[src/sv/rmq_pkg.sv]
// Types, widths and codes for the matrix-to-quaternion pipeline.
// No dependencies; used by the interfaces, the top level and the checker.
package rmq_pkg;
	localparam int FRAC_BITS = 14;
	localparam int DATA_W    = 16;
	localparam int RAD_W     = 19;
	localparam int PAIR_W    = 17;
	localparam int N_W       = 32;
	localparam int ROOT_W    = 16;
	localparam int SREM_W    = 20;
	localparam int S_W       = 17;
	localparam int DREM_W    = 18;
	localparam int Q_W       = 15;
	localparam int SQ_STAGES = 4;
	localparam int SQ_STEPS  = 4;
	localparam int DV_STAGES = 4;
	localparam int DV_STEPS  = 4;
	localparam int N_STAGES  = 11;
	localparam logic signed [DATA_W-1:0] ONE = DATA_W'(1 << FRAC_BITS);

	typedef enum logic [1:0] {
		CASE_W = 2'd0,
		CASE_X = 2'd1,
		CASE_Y = 2'd2,
		CASE_Z = 2'd3
	} case_t;

	typedef struct packed {
		logic signed [DATA_W-1:0] m00, m01, m02;
		logic signed [DATA_W-1:0] m10, m11, m12;
		logic signed [DATA_W-1:0] m20, m21, m22;
	} mat_t;

	typedef struct packed {
		logic signed [DATA_W-1:0] qx, qy, qz, qw;
		logic [1:0]               case_used;
		logic                     degenerate;
	} quat_t;

	typedef struct packed {
		case_t                          sel;
		logic                           degen;
		logic [2:0][PAIR_W-1:0]         pair;
		logic [N_W-1:0]                 n;
		logic [SREM_W-1:0]              rem;
		logic [ROOT_W-1:0]              root;
	} sq_t;

	typedef struct packed {
		case_t                          sel;
		logic                           degen;
		logic [DATA_W-1:0]              chosen;
		logic [S_W-1:0]                 s;
		logic [2:0]                     neg;
		logic [2:0]                     ovf;
		logic [2:0][Q_W-1:0]            low;
		logic [2:0][DREM_W-1:0]         rem;
		logic [2:0][Q_W-1:0]            quo;
	} dv_t;
endpackage

[src/sv/rmq_ifs.sv]
// Valid/ready channel interfaces for matrix beats and quaternion beats.
// Depends on rmq_pkg for the payload types.
interface rmq_mat_if;
	logic          valid;
	logic          ready;
	rmq_pkg::mat_t data;
	modport source(output valid, output data, input ready);
	modport sink(input valid, input data, output ready);
endinterface

interface rmq_quat_if;
	logic           valid;
	logic           ready;
	rmq_pkg::quat_t data;
	modport source(output valid, output data, input ready);
	modport sink(input valid, input data, output ready);
endinterface

[src/sv/rotation_matrix_to_quaternion_top.sv]
// Converts a 3x3 rotation matrix in Q2.14 to a quaternion (Shepperd's method).
// Depends on rmq_pkg and on the channel interfaces in rmq_ifs.sv.
//
// One matrix beat is accepted every cycle while the output beat is not waiting.
// Stage 1 picks the case and forms the radicand and the off-diagonal
// pairs; stages 2 to 5 run the 16-step digit-by-digit square root, four
// steps each; stage 6 forms S and the dividends; stages 7 to 10 run three
// 15-step restoring dividers side by side; stage 11 saturates, places the
// components and holds the output beat. The whole pipeline advances together
// and freezes while the output beat waits, so nothing is dropped or repeated.
module rotation_matrix_to_quaternion_top (
	input logic         clk,
	input logic         arst_n,
	rmq_mat_if.sink     mat,
	rmq_quat_if.source  quat
);

	function automatic rmq_pkg::sq_t sqrt_steps(rmq_pkg::sq_t a);
		rmq_pkg::sq_t b;
		logic [rmq_pkg::SREM_W-1:0] r2;
		logic [rmq_pkg::SREM_W-1:0] trial;
		b = a;
		for (int j = 0; j < rmq_pkg::SQ_STEPS; j++) begin
			r2    = {b.rem[rmq_pkg::SREM_W-3:0], b.n[rmq_pkg::N_W-1 -: 2]};
			trial = {2'b00, b.root, 2'b01};
			b.n   = {b.n[rmq_pkg::N_W-3:0], 2'b00};
			if (r2 >= trial) begin
				b.rem  = r2 - trial;
				b.root = {b.root[rmq_pkg::ROOT_W-2:0], 1'b1};
			end else begin
				b.rem  = r2;
				b.root = {b.root[rmq_pkg::ROOT_W-2:0], 1'b0};
			end
		end
		return b;
	endfunction

	function automatic rmq_pkg::dv_t div_steps(rmq_pkg::dv_t a, int nsteps);
		rmq_pkg::dv_t b;
		logic [rmq_pkg::DREM_W-1:0] r2;
		b = a;
		for (int j = 0; j < rmq_pkg::DV_STEPS; j++) begin
			if (j < nsteps) begin
				for (int k = 0; k < 3; k++) begin
					r2 = {b.rem[k][rmq_pkg::DREM_W-2:0], b.low[k][rmq_pkg::Q_W-1]};
					b.low[k] = {b.low[k][rmq_pkg::Q_W-2:0], 1'b0};
					if (r2 >= {1'b0, b.s}) begin
						b.rem[k] = r2 - {1'b0, b.s};
						b.quo[k] = {b.quo[k][rmq_pkg::Q_W-2:0], 1'b1};
					end else begin
						b.rem[k] = r2;
						b.quo[k] = {b.quo[k][rmq_pkg::Q_W-2:0], 1'b0};
					end
				end
			end
		end
		return b;
	endfunction

	logic [rmq_pkg::N_STAGES-1:0] vld_sn;
	logic                         adv;

	rmq_pkg::sq_t dec_c, dec_s1;
	rmq_pkg::sq_t sq_s2to5 [rmq_pkg::SQ_STAGES];
	rmq_pkg::dv_t dvi_c, dvi_s6;
	rmq_pkg::dv_t dv_s7to10 [rmq_pkg::DV_STAGES];
	rmq_pkg::quat_t res_c, res_s11;

	assign adv       = !vld_sn[rmq_pkg::N_STAGES-1] || quat.ready;
	assign mat.ready = adv;
	assign quat.valid = vld_sn[rmq_pkg::N_STAGES-1];
	assign quat.data  = res_s11;

	// Stage 1: case selection, radicand and the off-diagonal pairs.
	always_comb begin
		logic signed [rmq_pkg::RAD_W-1:0]  e00, e11, e22, tr, rad, one_r;
		logic signed [rmq_pkg::PAIR_W-1:0] d12, d20, d01, s10, s20, s21;
		e00   = rmq_pkg::RAD_W'(mat.data.m00);
		e11   = rmq_pkg::RAD_W'(mat.data.m11);
		e22   = rmq_pkg::RAD_W'(mat.data.m22);
		one_r = rmq_pkg::RAD_W'(rmq_pkg::ONE);
		tr    = e00 + e11 + e22;
		d12 = rmq_pkg::PAIR_W'(mat.data.m12) - rmq_pkg::PAIR_W'(mat.data.m21);
		d20 = rmq_pkg::PAIR_W'(mat.data.m20) - rmq_pkg::PAIR_W'(mat.data.m02);
		d01 = rmq_pkg::PAIR_W'(mat.data.m01) - rmq_pkg::PAIR_W'(mat.data.m10);
		s10 = rmq_pkg::PAIR_W'(mat.data.m10) + rmq_pkg::PAIR_W'(mat.data.m01);
		s20 = rmq_pkg::PAIR_W'(mat.data.m20) + rmq_pkg::PAIR_W'(mat.data.m02);
		s21 = rmq_pkg::PAIR_W'(mat.data.m21) + rmq_pkg::PAIR_W'(mat.data.m12);
		dec_c = '0;
		if (tr > 0) begin
			dec_c.sel  = rmq_pkg::CASE_W;
			rad        = tr + one_r;
			dec_c.pair = {d01, d20, d12};
		end else if (e00 > e11 && e00 > e22) begin
			dec_c.sel  = rmq_pkg::CASE_X;
			rad        = one_r + e00 - e11 - e22;
			dec_c.pair = {s20, s10, d12};
		end else if (e11 > e22) begin
			dec_c.sel  = rmq_pkg::CASE_Y;
			rad        = one_r + e11 - e00 - e22;
			dec_c.pair = {s21, s10, d20};
		end else begin
			dec_c.sel  = rmq_pkg::CASE_Z;
			rad        = one_r + e22 - e00 - e11;
			dec_c.pair = {s21, s20, d01};
		end
		dec_c.degen = (rad <= 0);
		// A positive radicand stays below 2^17, so its scaled form fits the root input.
		dec_c.n = dec_c.degen ? '0 :
			rmq_pkg::N_W'({rad[16:0], {rmq_pkg::FRAC_BITS{1'b0}}});
	end

	// Stage 6: S = 2*root, the clamped chosen component, dividend magnitudes and the quotient overflow test.
	always_comb begin
		rmq_pkg::sq_t                 a;
		logic [rmq_pkg::PAIR_W-1:0]   mag;
		logic [rmq_pkg::PAIR_W+rmq_pkg::FRAC_BITS-1:0] num;
		logic [rmq_pkg::DATA_W-1:0]   hi;
		a = sq_s2to5[rmq_pkg::SQ_STAGES-1];
		dvi_c = '0;
		dvi_c.sel   = a.sel;
		dvi_c.degen = a.degen;
		dvi_c.s     = {a.root, 1'b0};
		if ({1'b0, a.root[rmq_pkg::ROOT_W-1:1]} > rmq_pkg::ONE)
			dvi_c.chosen = rmq_pkg::ONE;
		else
			dvi_c.chosen = {1'b0, a.root[rmq_pkg::ROOT_W-1:1]};
		for (int k = 0; k < 3; k++) begin
			dvi_c.neg[k] = a.pair[k][rmq_pkg::PAIR_W-1];
			mag = dvi_c.neg[k] ? (~a.pair[k] + 1'b1) : a.pair[k];
			num = {mag, {rmq_pkg::FRAC_BITS{1'b0}}};
			hi  = num[rmq_pkg::PAIR_W+rmq_pkg::FRAC_BITS-1 -: rmq_pkg::DATA_W];
			dvi_c.low[k] = num[rmq_pkg::Q_W-1:0];
			dvi_c.ovf[k] = ({1'b0, hi} >= dvi_c.s);
			dvi_c.rem[k] = rmq_pkg::DREM_W'(hi);
		end
	end

	// Stage 11: saturate the quotients, place the components and zero a degenerate beat.
	always_comb begin
		rmq_pkg::dv_t               a;
		logic [rmq_pkg::DATA_W-1:0] mag;
		logic [2:0][rmq_pkg::DATA_W-1:0] part;
		a = dv_s7to10[rmq_pkg::DV_STAGES-1];
		for (int k = 0; k < 3; k++) begin
			mag = a.ovf[k] ? rmq_pkg::ONE : {1'b0, a.quo[k]};
			if (mag > rmq_pkg::ONE)
				mag = rmq_pkg::ONE;
			part[k] = a.neg[k] ? (~mag + 1'b1) : mag;
		end
		res_c = '0;
		res_c.case_used  = a.sel;
		res_c.degenerate = a.degen;
		case (a.sel)
			rmq_pkg::CASE_W: begin
				res_c.qw = a.chosen;  res_c.qx = part[0];
				res_c.qy = part[1];   res_c.qz = part[2];
			end
			rmq_pkg::CASE_X: begin
				res_c.qx = a.chosen;  res_c.qw = part[0];
				res_c.qy = part[1];   res_c.qz = part[2];
			end
			rmq_pkg::CASE_Y: begin
				res_c.qy = a.chosen;  res_c.qw = part[0];
				res_c.qx = part[1];   res_c.qz = part[2];
			end
			rmq_pkg::CASE_Z: begin
				res_c.qz = a.chosen;  res_c.qw = part[0];
				res_c.qx = part[1];   res_c.qy = part[2];
			end
			default: begin
				res_c.qw = '0;
			end
		endcase
		if (a.degen) begin
			res_c.qx = '0;
			res_c.qy = '0;
			res_c.qz = '0;
			res_c.qw = '0;
		end
	end

	always_ff @(posedge clk or negedge arst_n) begin
		if (!arst_n) begin
			vld_sn <= '0;
		end else if (adv) begin
			vld_sn <= {vld_sn[rmq_pkg::N_STAGES-2:0], mat.valid};
		end
	end

	always_ff @(posedge clk) begin
		if (adv) begin
			dec_s1      <= dec_c;
			sq_s2to5[0] <= sqrt_steps(dec_s1);
			for (int i = 1; i < rmq_pkg::SQ_STAGES; i++)
				sq_s2to5[i] <= sqrt_steps(sq_s2to5[i-1]);
			dvi_s6       <= dvi_c;
			dv_s7to10[0] <= div_steps(dvi_s6, rmq_pkg::DV_STEPS);
			for (int i = 1; i < rmq_pkg::DV_STAGES; i++)
				dv_s7to10[i] <= div_steps(dv_s7to10[i-1],
					(i == rmq_pkg::DV_STAGES-1) ?
					rmq_pkg::Q_W - (rmq_pkg::DV_STAGES-1)*rmq_pkg::DV_STEPS :
					rmq_pkg::DV_STEPS);
			res_s11 <= res_c;
		end
	end

endmodule

[src/flat_wrapper.sv]
// flat-port wrapper written by rule: the top's interface ports become plain ports
module rotation_matrix_to_quaternion_top_flat 
  (clk, arst_n, mat_valid, mat_data, mat_ready, quat_valid, quat_data, quat_ready);
  rmq_mat_if mat_i ();
  rmq_quat_if quat_i ();
  input logic clk;
  input logic arst_n;
  input wire logic [$bits(mat_i.valid)-1:0] mat_valid;
  input wire logic [$bits(mat_i.data)-1:0] mat_data;
  output wire logic [$bits(mat_i.ready)-1:0] mat_ready;
  output wire logic [$bits(quat_i.valid)-1:0] quat_valid;
  output wire logic [$bits(quat_i.data)-1:0] quat_data;
  input wire logic [$bits(quat_i.ready)-1:0] quat_ready;
  assign mat_i.valid = mat_valid;
  assign mat_i.data = mat_data;
  assign mat_ready = mat_i.ready;
  assign quat_valid = quat_i.valid;
  assign quat_data = quat_i.data;
  assign quat_i.ready = quat_ready;
  rotation_matrix_to_quaternion_top u_core (.clk(clk), .arst_n(arst_n), .mat(mat_i), .quat(quat_i));
endmodule
[config.mk]
export PLATFORM = sky130hd
export DESIGN_NAME = rotation_matrix_to_quaternion_top_flat
export DESIGN_NICKNAME = d
export VERILOG_FILES = /design/src/sv/rmq_pkg.sv /design/src/sv/rmq_ifs.sv /design/src/sv/rotation_matrix_to_quaternion_top.sv /design/src/flat_wrapper.sv
export SDC_FILE = /design/constraint.sdc
export NUM_CORES = 2
export LEC_CHECK = 0
export ABC_AREA = 1
export CORE_MARGIN = 5
export CORE_UTILIZATION = 45
export CTS_CLUSTER_DIAMETER = 200
export DETAILED_ROUTE_END_ITERATION = 10
export DONT_BUFFER_PORTS = 1
export HOLD_SLACK_MARGIN = 0.1
export SYNTH_ARGS = -nofsm -noshare
export SYNTH_HDL_FRONTEND = slang
export SYNTH_SLANG_ARGS = --single-unit
[constraint.sdc]
create_clock -name clk -period 76.3 [get_ports clk]
set_input_delay 22.89 -clock clk [delete_from_list [all_inputs] [get_ports clk]]
set_output_delay 22.89 -clock clk [all_outputs]
set_load 0.05 [all_outputs]
==> flow_metrics.py <==
metrics = {
    "job": {
        "maxCapViolations": 0,
    },
    "die": {
        "dieArea_mm2": 0.207,
        "die_w_um": 455,
        "core.rowCount": 163,
        "core_mm2": 0.197,
        "dieHeight_um": 455,
        "io_pins": 217,
        "initial_utilization_pct": 45.2,
    },
    "timing": {
        "period_minus_slack_ns": 46.41,
        "final_hold_viol_count": 0,
        "fin_crit_sh_pct": 60.8,
        "tightest_slew_ns": 1.17,
        "drv_slew": 0,
        "setup_violations": 0,
        "setup_tns_ns": 0,
        "relSlewSlack_pct": 21.0,
        "clock_skew_ns": 0.0495,
        "fmax_ghz": 0.0215,
        "rsz0062_at_grt": "false",
    },
    "clocking": {
        "cts_resized": 0,
        "clk_latency_ns": 0.76,
        "cts.root.buffer_cell": "clkbuf_16",
        "clk_pin_slew_ns": 0.06,
        "tritoncts": "built",
        "cts_htree_levels": 3,
        "numCtsBuffers": 108,
        "ctsHoldBuffers": 0,
        "cts.sinks": 966,
        "clock_path_buffers": 3,
        "post_cts_buffers": 0,
    },
    "setup_path": {
        "critical_path_buf_inv_count": 1,
        "start_kind": "input port",
        "endpoint_kind": "primary output",
        "crit_chain": "inv_1, nand2_4",
        "arrival_ns": 23.52,
        "required_ns": 53.41,
        "path_class": "input port to primary output",
        "critPathTopFamily": "simple AND/OR/NAND/NOR gates",
        "cp_max_fo": 23,
        "slowest_stage": "nand2_4",
        "max_stage_delay_ns": 0.46,
    },
    "logic_synthesis": {
        "ys_top_cells_by_area": "edfxtp_1, ha_1, nand2_1",
        "synth_top_cell_area_share_pct": 32.1,
        "synth_largest_area_cell": "edfxtp_1",
        "synth_top_flop_cell": "edfxtp_1",
        "synth.most_common_cell": "nand2_1",
        "synth-xor-area-share_pct": 8.97,
        "yosysSeqAreaShare_pct": 32.4,
        "yosysWarnings": 0,
        "synthMuxAreaShare_pct": 0.0491,
        "synthSimpleGateAreaFrac_pct": 18.8,
        "yosysUniqueCellTypes": 80,
        "synth_compound_area_share_pct": 15.6,
        "synth_top_family_by_area": "simple AND/OR/NAND/NOR gates",
        "async_flop_share_pct": 1.14,
        "ys_seq_elements": 966,
        "syn_nets": 12500,
        "synthTopCellsByCount": "nand2_1, inv_1, ha_1",
        "synth_edf_count": 955,
        "syn_area_per_cell_um2": 8.05,
        "syn_area_mm2": 0.0893,
        "syn-instance-count": 11100,
        "synth-adder-area-share_pct": 17.7,
    },
    "final_layout": {
        "nNetsFinal": 12500,
        "syn2layout_area_growth_pct": 7.63,
        "fillers": 18900,
        "final_area_mm2": 0.0961,
        "drive_gt1_share_pct": 4.15,
    },
    "route": {
        "vias": 75000,
        "drc": 0,
        "drt-total-wl_mm": 244,
        "drt-vias-per-instance": 5.42,
        "ant_nets": 0,
        "wl_per_cell_um": 17.7,
        "dr.first_iter.drc_count": 4724,
        "drt_first_pass_iters": 9,
    },
    "global_route": {
        "grt_pass1_vias": 72300,
        "antenna_found_initial": 4,
        "grt_pass1_wl_mm": 385,
        "grt_usage_pct": 23.0,
        "grt_max_degree": 91,
        "grt_overflow": 0,
    },
    "place": {
        "finalWeightedCongestion": 0.936,
        "hpwlAfterDp_mm": 196,
        "io_buffers": 0,
        "placedInstanceArea_mm2": 0.0925,
    },
    "outcome": {
        "status": "completed",
    },
    "hold_path": {
        "hold_class": "register to register",
    },
}
cells in the final DEF, fill, tap and decap left out, types with 31 or more instances in the layout:
| cell type | synthesis | routed |
|---|---|---|
| edfxtp_1 | 955 | 955 |
| o21ai_1 | 31 | 31 |
| o21bai_1 | 135 | 135 |
| nand2_1 | 2383 | 2381 |
| o21ai_0 | 834 | 834 |
| ha_1 | 1170 | 1170 |
| clkbuf_16 | 0 | 109 |
| a31oi_1 | 84 | 84 |
| nor4_1 | 47 | 47 |
| a21oi_1 | 1071 | 1071 |
| nand4_1 | 96 | 96 |
| xor2_1 | 533 | 533 |
| a21o_1 | 50 | 50 |
| or2_2 | 52 | 52 |
| nand3_1 | 487 | 487 |
| clkinv_1 | 11 | 31 |
| xnor2_1 | 381 | 381 |
| inv_1 | 1251 | 1251 |
| nor2_1 | 688 | 685 |
| fa_1 | 58 | 58 |
| buf_4 | 7 | 104 |
| nor3_1 | 108 | 108 |
stage by stage:
step / hold slack (ns) / util, % / setup WS, ns / std cells
2_1_floorplan: 0.400 / - / 4.19 / 11100
3_3_place_gp: 0.400 / 46.8 / 29.87 / 13600
3_5_place_dp: 0.405 / 46.8 / 29.86 / 13600
4_1_cts: 0.405 / 48.7 / 29.86 / 13800
5_1_grt: 0.407 / 48.7 / 29.86 / 13800
6_report: 0.404 / 48.7 / 29.89 / 13800
layer usage:
metal  routed length, um  global-route usage, %  part of all wire [%]
met5                  13                      0                0.0053
met1              107000                   28.9                    44
met2              116000                   40.3                    48
met4               11300                   9.64                   4.6
met3               10100                   2.32                   4.1
flip-flops by register name (all words and copies together), names as in the netlist:
register          cells
u_core.vld_sn        11
u_core.sq_s2to5     321
u_core.dec_s1        71
u_core.dv_s7to10    405
u_core.dvi_s6        91
u_core.quat.data     67
worst paths after layout:
path / start / end / slack (ns) / cells past startpoint
max in group asynchronous: arst_n / u_core.vld_sn[5] / 54.41 / 0
max: quat_ready / mat_ready / 29.89 / 2
min: u_core.sq_s2to5[2][111] / u_core.sq_s2to5[3][111] / 0.40 / 0
min reg2reg: u_core.sq_s2to5[2][111] / u_core.sq_s2to5[3][111] / 0.40 / 0
min in group asynchronous: arst_n / u_core.vld_sn[10] / 21.82 / 0
max reg2reg: u_core.dvi_s6[153] / u_core.dv_s7to10[0][61] / 61.57 / 60
cell type report:
type	count	area [um^2]	share of cell area, %
multi-input cells	8633	54600	56.8
flip-flops and latches	966	29000	30.1
inverters	1286	4830	5.03
well taps	2640	3300	3.44
clock buffers	124	2780	2.90
clock inverters	76	805	0.837
repair buffers	104	781	0.813
diodes	2	5.00	0.00521
logic make-up after synthesis:
kind of cell	count (synthesis)
DFF	966
muxes	4
and+or+nand+nor	3992
adders and majority gates	1228
buffers and inverters	1497
xor gates and xnor gates	914
AOI/OAI and AO/OA	2495
Power is not shown: default switching activity piles up to over one toggle a cycle in this logic, so the estimate is an artifact.
